$ cat src/rtl/spq_pkg.sv
// Shared types and constants for the sorted priority queue.
`timescale 1ns / 1ps
package spq_pkg;

  localparam int unsigned DEF_CAPACITY      = 16;
  localparam int unsigned DEF_PAYLOAD_WIDTH = 32;
  localparam int unsigned KEY_W             = 32;
  localparam int unsigned DATA_W            = 32;
  localparam int unsigned COUNT_W           = 5;
  localparam int unsigned STATUS_W          = 2;
  localparam int unsigned CMD_W             = 2;

  typedef enum logic [CMD_W-1:0] {
    CMD_INSERT = 2'd0,
    CMD_REMOVE = 2'd1,
    CMD_PEEK   = 2'd2,
    CMD_CLEAR  = 2'd3
  } cmd_e;

  typedef enum logic [STATUS_W-1:0] {
    STATUS_OK    = 2'd0,
    STATUS_EMPTY = 2'd1,
    STATUS_FULL  = 2'd2
  } status_e;

  // Per-cycle control broadcast to every cell of the chain
  typedef struct packed {
    logic ins;   // insert the new entry (queue not full)
    logic rem;   // drop the front entry, everything moves one cell forward
    logic clr;   // invalidate all cells
    logic desc;  // largest key at front
  } ctrl_t;

endpackage

$ cat src/rtl/spq_cell.sv
// One storage cell of the sorted queue chain: key, payload and valid bit.
`timescale 1ns / 1ps
module spq_cell
  import spq_pkg::*;
#(
  parameter int unsigned PayloadWidth = DEF_PAYLOAD_WIDTH
) (
  input  logic                    clk_i,
  input  logic                    rst_ni,
  input  ctrl_t                   ctrl_i,
  input  logic signed [KEY_W-1:0] new_key_i,
  input  logic [PayloadWidth-1:0] new_payload_i,
  // neighbor toward the front
  input  logic                    prev_valid_i,
  input  logic signed [KEY_W-1:0] prev_key_i,
  input  logic [PayloadWidth-1:0] prev_payload_i,
  // neighbor toward the back
  input  logic                    next_valid_i,
  input  logic signed [KEY_W-1:0] next_key_i,
  input  logic [PayloadWidth-1:0] next_payload_i,
  // insert point already found in an earlier cell
  input  logic                    taken_i,
  output logic                    taken_o,
  output logic                    valid_o,
  output logic signed [KEY_W-1:0] key_o,
  output logic [PayloadWidth-1:0] payload_o
);

  logic                    valid_q, valid_d;
  logic signed [KEY_W-1:0] key_q, key_d;
  logic [PayloadWidth-1:0] payload_q, payload_d;
  logic                    beats;
  logic                    take;

  // new key strictly beats the held key under the current order
  assign beats = ctrl_i.desc ? (new_key_i > key_q) : (new_key_i < key_q);
  // first empty cell, or first held entry that loses, is the insert point
  assign take    = !valid_q || beats;
  assign taken_o = taken_i || take;

  // next contents
  always_comb begin
    valid_d   = valid_q;
    key_d     = key_q;
    payload_d = payload_q;
    priority if (ctrl_i.clr) begin
      valid_d = 1'b0;
    end else if (ctrl_i.ins) begin
      if (taken_i) begin
        valid_d   = prev_valid_i;
        key_d     = prev_key_i;
        payload_d = prev_payload_i;
      end else if (take) begin
        valid_d   = 1'b1;
        key_d     = new_key_i;
        payload_d = new_payload_i;
      end
    end else if (ctrl_i.rem) begin
      valid_d   = next_valid_i;
      key_d     = next_key_i;
      payload_d = next_payload_i;
    end
  end

  // valid bit
  always_ff @(posedge clk_i or negedge rst_ni) begin
    if (!rst_ni) begin
      valid_q <= 1'b0;
    end else begin
      valid_q <= valid_d;
    end
  end

  // entry data, no reset
  always_ff @(posedge clk_i) begin
    key_q     <= key_d;
    payload_q <= payload_d;
  end

  assign valid_o   = valid_q;
  assign key_o     = key_q;
  assign payload_o = payload_q;

endmodule

$ cat src/rtl/sorted_priority_queue_unit.sv
// Top level of the sorted priority queue: command decode, cell chain, result register.
`timescale 1ns / 1ps
//
//  channel  | direction | beat contents
//  ---------+-----------+-----------------------------------------------------
//  s_axis   | in        | tuser: cmd; tdata: new_key, new_payload
//  m_axis   | out       | tdata: front_payload, entry_count; tuser: status
//  cfg      | in        | order_descending, written when cfg_valid_i is high
//
//  One command per cycle: the whole cell chain updates at the accepting edge
//  and the result beat is registered for the next cycle. The insert point is
//  found by one key compare per cell and a carry of "already taken" along
//  the chain. A held result blocks new commands only while m_axis_tready is
//  low. Reset clears the valid bits and the count; no clearing pass.
//
module sorted_priority_queue_unit
  import spq_pkg::*;
#(
  parameter int unsigned CAPACITY      = DEF_CAPACITY,
  parameter int unsigned PAYLOAD_WIDTH = DEF_PAYLOAD_WIDTH
) (
  input  logic                  clk_i,
  input  logic                  rst_ni,
  // commands
  input  logic                  s_axis_tvalid,
  output logic                  s_axis_tready,
  input  logic [KEY_W+DATA_W-1:0]
                                s_axis_tdata,   // [31:0] new_key, then new_payload
  input  logic [CMD_W-1:0]      s_axis_tuser,   // cmd
  // results
  output logic                  m_axis_tvalid,
  input  logic                  m_axis_tready,
  output logic [39:0]           m_axis_tdata,   // [31:0] front_payload, [36:32] entry_count
  output logic [STATUS_W-1:0]   m_axis_tuser,   // status
  // configuration
  input  logic                  cfg_valid_i,
  output logic                  cfg_ready_o,
  input  logic                  cfg_wdata_i     // order_descending
);

  localparam int unsigned CntW = $clog2(CAPACITY + 1);

  logic                    desc_q;
  logic [CntW-1:0]         cnt_q, cnt_d;
  logic                    fire;
  cmd_e                    cmd;
  logic                    full, empty;
  ctrl_t                   ctrl;
  logic signed [KEY_W-1:0] new_key;
  logic [DATA_W-1:0]       new_payload_in;
  logic [PAYLOAD_WIDTH+DATA_W-1:0] pay_in_ext;
  logic [PAYLOAD_WIDTH-1:0] new_payload;
  logic [PAYLOAD_WIDTH+DATA_W-1:0] pay_out_ext;
  logic [CntW+COUNT_W-1:0] cnt_ext;

  logic                    out_valid_q;
  logic [DATA_W-1:0]       out_payload_q, out_payload_d;
  logic [COUNT_W-1:0]      out_count_q;
  status_e                 out_status_q, out_status_d;

  // chain wiring
  logic                     cell_valid   [CAPACITY];
  logic signed [KEY_W-1:0]  cell_key     [CAPACITY];
  logic [PAYLOAD_WIDTH-1:0] cell_payload [CAPACITY];
  logic [CAPACITY:0]        taken;

  // handshakes
  assign cfg_ready_o   = 1'b1;
  assign s_axis_tready = !out_valid_q || m_axis_tready;
  assign fire          = s_axis_tvalid && s_axis_tready;

  // field unpacking, payload fitted to the stored width
  assign cmd            = cmd_e'(s_axis_tuser);
  assign new_key        = s_axis_tdata[KEY_W-1:0];
  assign new_payload_in = s_axis_tdata[KEY_W+DATA_W-1:KEY_W];
  assign pay_in_ext     = {{PAYLOAD_WIDTH{1'b0}}, new_payload_in};
  assign new_payload    = pay_in_ext[PAYLOAD_WIDTH-1:0];

  assign full  = cell_valid[CAPACITY-1];
  assign empty = !cell_valid[0];

  // command decode
  always_comb begin
    ctrl.ins  = fire && (cmd == CMD_INSERT) && !full;
    ctrl.rem  = fire && (cmd == CMD_REMOVE) && !empty;
    ctrl.clr  = fire && (cmd == CMD_CLEAR);
    ctrl.desc = desc_q;
  end

  // cell chain
  assign taken[0] = 1'b0;
  for (genvar i = 0; i < CAPACITY; i++) begin : g_cell
    logic                     pv, nv;
    logic signed [KEY_W-1:0]  pk, nk;
    logic [PAYLOAD_WIDTH-1:0] pp, np;

    if (i == 0) begin : g_head
      assign pv = 1'b1;
      assign pk = new_key;
      assign pp = new_payload;
    end else begin : g_mid
      assign pv = cell_valid[i-1];
      assign pk = cell_key[i-1];
      assign pp = cell_payload[i-1];
    end

    if (i == CAPACITY - 1) begin : g_tail
      assign nv = 1'b0;
      assign nk = new_key;
      assign np = new_payload;
    end else begin : g_body
      assign nv = cell_valid[i+1];
      assign nk = cell_key[i+1];
      assign np = cell_payload[i+1];
    end

    spq_cell #(
      .PayloadWidth(PAYLOAD_WIDTH)
    ) u_cell (
      .clk_i          (clk_i),
      .rst_ni         (rst_ni),
      .ctrl_i         (ctrl),
      .new_key_i      (new_key),
      .new_payload_i  (new_payload),
      .prev_valid_i   (pv),
      .prev_key_i     (pk),
      .prev_payload_i (pp),
      .next_valid_i   (nv),
      .next_key_i     (nk),
      .next_payload_i (np),
      .taken_i        (taken[i]),
      .taken_o        (taken[i+1]),
      .valid_o        (cell_valid[i]),
      .key_o          (cell_key[i]),
      .payload_o      (cell_payload[i])
    );
  end

  assign pay_out_ext = {{DATA_W{1'b0}}, cell_payload[0]};

  // count and result
  always_comb begin
    cnt_d         = cnt_q;
    out_payload_d = '0;
    out_status_d  = STATUS_OK;
    unique case (cmd)
      CMD_INSERT: begin
        if (full) begin
          out_status_d = STATUS_FULL;
        end else begin
          cnt_d = cnt_q + CntW'(1);
        end
      end
      CMD_REMOVE, CMD_PEEK: begin
        if (empty) begin
          out_status_d = STATUS_EMPTY;
        end else begin
          out_payload_d = pay_out_ext[DATA_W-1:0];
          if (cmd == CMD_REMOVE) begin
            cnt_d = cnt_q - CntW'(1);
          end
        end
      end
      CMD_CLEAR: begin
        cnt_d = '0;
      end
      default: begin
        cnt_d = cnt_q;
      end
    endcase
  end

  assign cnt_ext = {{COUNT_W{1'b0}}, cnt_d};

  // control registers
  always_ff @(posedge clk_i or negedge rst_ni) begin
    if (!rst_ni) begin
      desc_q      <= 1'b0;
      cnt_q       <= '0;
      out_valid_q <= 1'b0;
    end else begin
      if (cfg_valid_i) begin
        desc_q <= cfg_wdata_i;
      end
      if (fire) begin
        cnt_q       <= cnt_d;
        out_valid_q <= 1'b1;
      end else if (m_axis_tready) begin
        out_valid_q <= 1'b0;
      end
    end
  end

  // result beat
  always_ff @(posedge clk_i) begin
    if (fire) begin
      out_payload_q <= out_payload_d;
      out_count_q   <= cnt_ext[COUNT_W-1:0];
      out_status_q  <= out_status_d;
    end
  end

  assign m_axis_tvalid = out_valid_q;
  assign m_axis_tdata  = {3'b000, out_count_q, out_payload_q};
  assign m_axis_tuser  = out_status_q;

endmodule

$ cat config.mk
export PLATFORM = sky130hd
export DESIGN_NAME = sorted_priority_queue_unit
export DESIGN_NICKNAME = d
export VERILOG_FILES = /design/src/rtl/spq_pkg.sv /design/src/rtl/spq_cell.sv /design/src/rtl/sorted_priority_queue_unit.sv
export SDC_FILE = /design/constraint.sdc
export NUM_CORES = 2
export LEC_CHECK = 0
export BUFFER_PORTS_ARGS = -buffer_cell sky130_fd_sc_hd__buf_2
export CAP_MARGIN = 20
export CORE_MARGIN = 2
export CORE_UTILIZATION = 32
export CTS_BUF_LIST = sky130_fd_sc_hd__clkbuf_2 sky130_fd_sc_hd__clkbuf_4 sky130_fd_sc_hd__clkbuf_8
export CTS_CLUSTER_SIZE = 12
export DETAILED_ROUTE_END_ITERATION = 8
export GPL_TIMING_DRIVEN = 0
export PLACE_DENSITY_LB_ADDON = 0.25
export SLEW_MARGIN = 20
export SYNTH_ARGS = -nofsm -noshare
export SYNTH_HDL_FRONTEND = slang
export SYNTH_SLANG_ARGS = --single-unit
export TNS_END_PERCENT = 1
$ cat constraint.sdc
create_clock -name clk_i -period 8.5 [get_ports clk_i]
set_clock_uncertainty 0.1 [all_clocks]
set_input_delay 1.7 -clock clk_i [delete_from_list [all_inputs] [get_ports clk_i]]
set_output_delay 1.7 -clock clk_i [all_outputs]
set_load 0.05 [all_outputs]
Word level (Yosys, flattened, before mapping)
Cells that the tools add are included.
{"block": "word_totals", "register_bits": 1086, "latch_bits": 0, "mem_bits_rw": 0, "romBits": 0, "inputBits": 72, "out_inout_bits": 45, "wordCells": 446, "mem_count": 0}
{"block": "classes", "add_sub_neg": 2, "multipliers": 0, "div": 0, "n_lt_le_gt_ge": 32, "eq_ne": 35, "shifts": 0, "muxes": 230, "n_bitwise": 1, "reduce_logical": 92}
{"operator": "two-way mux 32 bit", "count": 126}
{"operator": "> comparator 32 bit", "count": 16}
{"operator": "< comparator 32 bit", "count": 16}
{"operator": "two-way mux 1 bit", "count": 98}
{"operator": "inequality test 4 x 2 -> 1 bit (second input constant)", "count": 15}
{"operator": "AND reduction 3 bit", "count": 16}
{"operator": "inequality test 3 x 1 -> 1 bit (second input constant)", "count": 15}
{"operator": "AND reduction 2 bit", "count": 17}
{"operator": "logical OR 1 bit", "count": 31}
{"operator": "zero test 1 bit", "count": 17}
{"operator": "two-way mux 5 bit", "count": 3}
{"operator": "one-hot mux 5 bit (3 select lines)", "count": 1}
{"operator": "logical AND 1 bit", "count": 6}
{"operator": "adder 5 x 1 -> 5 bit (second input constant)", "count": 1}
{"operator": "subtractor 5 x 1 -> 5 bit (second input constant)", "count": 1}
{"operator": "equality test 2 bit (second input constant)", "count": 2}
{"operator": "one-hot mux 2 bit (2 select lines)", "count": 1}
{"operator": "nonzero test 2 bit", "count": 2}
{"operator": "inequality test 3 x 2 -> 1 bit (second input constant)", "count": 1}
{"operator": "nonzero test 3 bit", "count": 1}
{"operator": "equality test 2 x 1 -> 1 bit (second input constant)", "count": 1}
{"operator": "zero test 2 bit", "count": 1}
{"operator": "two-way mux 2 bit", "count": 1}
{"operator": "inequality test 2 x 1 -> 1 bit (second input constant)", "count": 1}
{"operator": "other kinds (2)", "count": 2}

Depth between registers and ports, before layout
{"block": "depth", "ltp_word": 20, "depth_mapped": 16, "depth_no_buf": 12}

By module
From an unflattened synthesis, not the netlist that was laid out.
{"block": "unflattened", "cells_unflattened": 6744, "hier_area_um2": 69125.0}
{"mod": "spq_cell (g_cell[0].u_cell ...)", "n_inst": 12, "cells_each": 412, "area_each_um2": 4197.8, "seq_area_each_um2": 1946.9}
{"mod": "spq_cell (g_cell[6].u_cell ...)", "n_inst": 4, "cells_each": 407, "area_each_um2": 4151.5, "seq_area_each_um2": 1946.9}
{"mod": "sorted_priority_queue_unit", "n_inst": 1, "cells_each": 172, "area_each_um2": 2145.8, "seq_area_each_um2": 1346.3}

Least setup slack after synthesis
No wires, ideal clock.
{"block": "synth_path", "kind": "input port to flip-flop", "startpoint": "input port s_axis_tdata[17] (netlist name)", "endpoint": "register g_cell[13].u_cell.key_q[0] (enable)", "setup_time_ps": 524, "t_arrival_ps": 7942, "required_time_ps": 7876, "slack_ps": -66, "stages": 15, "n_path_buf": 4, "path_cell_list": "ha_1 > a21o_1 > a221o_1 > a221oi_1 > and4_1 > a21oi_1 > mux2_2 > nand4bb_1 > clkbuf_1 > or4b_1 > clkbuf_1 > clkbuf_1 > buf_1 > nor2_1 > a31oi_1"}
{"block": "synth_via", "elab_chain_cells": 17}
{"item": "start: declaration", "line": "sorted_priority_queue_unit.sv:28", "source": "s_axis_tdata,"}
{"item": "< comparator 32 bit or > comparator 32 bit (tied branches)", "line": "spq_cell.sv:36", "source": "assign beats = ctrl_i.desc ? (new_key_i > key_q) : (new_key_i < key_q);"}
{"item": "two-way mux 1 bit", "line": "spq_cell.sv:36"}
{"item": "logical OR 1 bit", "line": "spq_cell.sv:38", "source": "assign take = !valid_q || beats;"}
{"item": "logical OR 1 bit (12 in series)", "line": "spq_cell.sv:39", "source": "assign taken_o = taken_i || take;"}
{"item": "inequality test 3 x 1 -> 1 bit (no line) (*)"}
{"item": "AND reduction 3 bit (no line) (*)"}
{"item": "end signal: assignment", "line": "spq_cell.sv:76", "source": "key_q <= key_d;"}
{"item": "end: declaration", "line": "spq_cell.sv:30", "source": "logic signed [KEY_W-1:0] key_q, key_d;"}
Every way passes the cells marked *; elsewhere a longest branch is shown, timed or not.
A chain may end at the register's enable or synchronous reset.

Worst setup path after layout
{"block": "layout_path", "startpoint": "input port s_axis_tdata[11] (netlist name)", "endpoint": "register g_cell[4].u_cell.key_q[9] (enable)"}
{"block": "layout_via", "elab_chain_cells": 8}
{"item": "< comparator 32 bit or > comparator 32 bit (tied branches)", "line": "spq_cell.sv:36"}
{"item": "two-way mux 1 bit", "line": "spq_cell.sv:36"}
{"item": "logical OR 1 bit", "line": "spq_cell.sv:38"}
{"item": "logical OR 1 bit (3 in series)", "line": "spq_cell.sv:39"}
{"item": "inequality test 3 x 1 -> 1 bit (no line) (*)"}
{"item": "AND reduction 3 bit (no line) (*)"}
{"item": "end signal: assignment", "line": "spq_cell.sv:76"}
{"item": "end: declaration", "line": "spq_cell.sv:30"}
Marked as above.

==> flow_metrics.tcl <==
set metrics [dict create \
    tightest_slew_ps 1240 \
    synth_edf_count 1063 \
    avgViaCountPerCell 5.75 \
    synthSimpleGateAreaFrac_pct 11.1 \
    gp_congestion 0.915 \
    clk_path_buf_depth 3 \
    cellPowerDensity_mw_per_mm2 174 \
    layout.nets 7848 \
    synth_top_area_share_pct 47.5 \
    firstDrtPassIters 8 \
    postSynthCellCount 6927 \
    cap_viol_max_count 0 \
    postCtsHoldBufs 0 \
    cts_tree "done" \
    synth_mux_area_share_pct 7.17 \
    grt_pass1_vias 58300 \
    portBuffers 112 \
    period_minus_slack_ps 8280 \
    status "complete, no violations" \
    hold_depth 2 \
    synthesis.area_mm2 0.0672 \
    setup_viol 0 \
    rsz0062_at_grt "yes" \
    drtAntennaViolNets 0 \
    fp-row-count 168 \
    hpwl_um 207000 \
    htree_levels 4 \
    post-cts-setup-buffer-count 0 \
    synth_area_leaders "edfxtp_1 47%, ha_1 9.0%, o21ai_0 6.4%, mux2i_1 5.9%, nand2_1 4.9%" \
    drt_iter0_markers 6326 \
    core_region_area_mm2 0.209 \
    die_y_um 462 \
    crit_required_ps 9120 \
    clock-sinks 1086 \
    yosysSeqAreaShare_pct 48.3 \
    overflow 0 \
    synth_fa_ha_area_share_pct 9.05 \
    cp-end-kind "register" \
    drc_errors 0 \
    die-area_mm2 0.214 \
    synthFlopType "edfxtp_1" \
    async_reset_ff_share_pct 2.12 \
    peakVddDrop_v 0.000163 \
    cts_made_buffers 195 \
    post_cts_resized 0 \
    routedWlPerCell_um 25.8 \
    yosys.cell_types.count 72 \
    start_util_pct 32.1 \
    ys_warn_count 0 \
    design.portCount 117 \
    final_util_pct 36.6 \
    drive_gt1_share_pct 7.98 \
    dpl_cell_area_mm2 0.0728 \
    finalCritPeriodShare_pct 97.4 \
    synth_compound_area_share_pct 18.1 \
    worstPathArrival_ps 8890 \
    slew_viol_final 0 \
    power.leakage_nw 29.1 \
    vias 59000 \
    grt_pass1_wl_um 386000 \
    rr_worst_depth 15 \
    hp-class "register to register" \
    root_buffer "clkbuf_8" \
    synth_top_family_by_area "compound AO/OA/AOI/OAI gates" \
    insertion_delay_ps 1010 \
    synth-xor-area-share_pct 0.0782 \
    clock.fmax_mhz 121 \
    yosysTopAreaCell "edfxtp_1" \
    critical_path_class "input port to register" \
    die_x_um 462 \
    synth.avg_cell_area_um2 9.70 \
    fin_tns_setup_ps 0 \
    maxSlewHeadroom_pct 16.3 \
    grt_usage_pct 23.8 \
    cp_max_fo 23 \
    hold_viol_final 0 \
    postLayoutCellArea_mm2 0.0766 \
    synth_common_cells "1063 x edfxtp_1, 871 x nand2_1, 856 x o21ai_0" \
    wl_um 265000 \
    grt_max_degree 49 \
    yosysMostFrequentCell "edfxtp_1" \
    grt_antenna_before_repair 23 \
    syn_to_final_growth_pct 14.0 \
    cts.clk_slew.worst_paths_ps 70 \
    ys_ff_latch 1086 \
    startpoint_type "input port" \
]
-- placed cells by master (no fill, tap or decap), types with 31 or more instances in the layout --
cell,netlist,final
buf_2,22,136
edfxtp_1,1063,1063
clkbuf_4,0,56
a22oi_1,124,124
clkbuf_1,506,493
nor3_1,34,34
nor2_1,420,420
a41oi_1,31,31
a31oi_1,369,365
a211oi_1,55,55
ha_1,486,486
mux2i_1,398,398
o21ai_0,856,856
nand4_1,192,192
mux2_2,68,68
inv_1,521,519
nand2_1,871,871
o31ai_1,69,69
nand3_1,45,45
clkinv_1,0,64
buf_16,0,44
and3_1,45,45
a21oi_1,421,410
clkbuf_8,0,199
-- flip-flops by register name (all words and copies together) (netlist names) --
name and flops:
g_cell.u_cell.key_o 512, out_count_q 5, cnt_q 5, g_cell.u_cell.payload_o 512, out_payload_q 32, m_axis_tvalid 1, m_axis_tuser 2, desc_q 1
g_cell.u_cell.valid_o 16
-- where the power goes --
part           switching [mW]  internal [mW]  total, mW  leakage (nW)
clock                    2.54           2.52       5.06          1.97
sequential              0.186           6.26       6.44          10.2
combinational            1.26          0.617       1.87          17.0
total                    3.98           9.39       13.4          29.1
-- worst max-delay path: stages --
cell	delay (ps)
buf_2	540
ha_1	290
nand4_1	200
nor4_1	690
a31oi_1	290
a211oi_1	270
or4b_1	470
a211oi_1	460
clkbuf_1	660
nor4bb_1	700
clkbuf_1	860
clkbuf_1	660
buf_1	500
a21oi_4	280
buf_16	270
-- final timing paths --
kind / start / end / slack, ps
min reg2reg: g_cell[1].u_cell.payload_o[5] / g_cell[0].u_cell.payload_o[5] / 430
min: g_cell[1].u_cell.payload_o[5] / g_cell[0].u_cell.payload_o[5] / 430
max: s_axis_tdata[11] / g_cell[4].u_cell.key_o[9] / 220
max reg2reg: g_cell[0].u_cell.key_o[11] / g_cell[4].u_cell.key_o[9] / 1110
min in group asynchronous: rst_ni / cnt_q[0] / 640
max in group asynchronous: rst_ni / g_cell[7].u_cell.valid_o / 7160
-- final cells by class --
type	count	area [um^2]
tap	2805	3510
fill	21200	133000
antenna	13	32.5
clock buffer	254	3150
clock inverter	99	597
buffer	563	2220
timing repair buffer	165	1890
sequential	1086	32500
multi-input combinational	4758	30800
inverter	521	1960
-- stage by stage --
stage	power (mW)	cells	setup slack (ps)	hold slack, ps
finish	13.4	10300	224	434
global route	13.8	10300	-7.91	457
CTS	13.4	10300	164	434
detailed placement	8.39	9899	-886	437
global placement	8.29	9846	-5680	432
floorplan	7.58	6929	44.0	392
-- kinds of logic after synthesis --
family | after synthesis
AOI/OAI and AO/OA | 2080
buffers and inverters | 1085
muxes | 472
other | 2
adders and majority gates | 486
DFF | 1086
xor gates and xnor gates | 6
and+or+nand+nor | 1710
-- metal layers --
metal / wire length [um] / share of wire, % / track usage (%) / vias to the layer above
met5: 98 / 0.037 / 0 / -
met3: 21000 / 7.9 / 4.10 / 558
met1: 115000 / 44 / 32.9 / 29400
li1: - / - / - / 26300
met2: 118000 / 44 / 37.1 / 2723
met4: 10700 / 4.0 / 9.48 / 16
(Power assumes the default switching activity.)
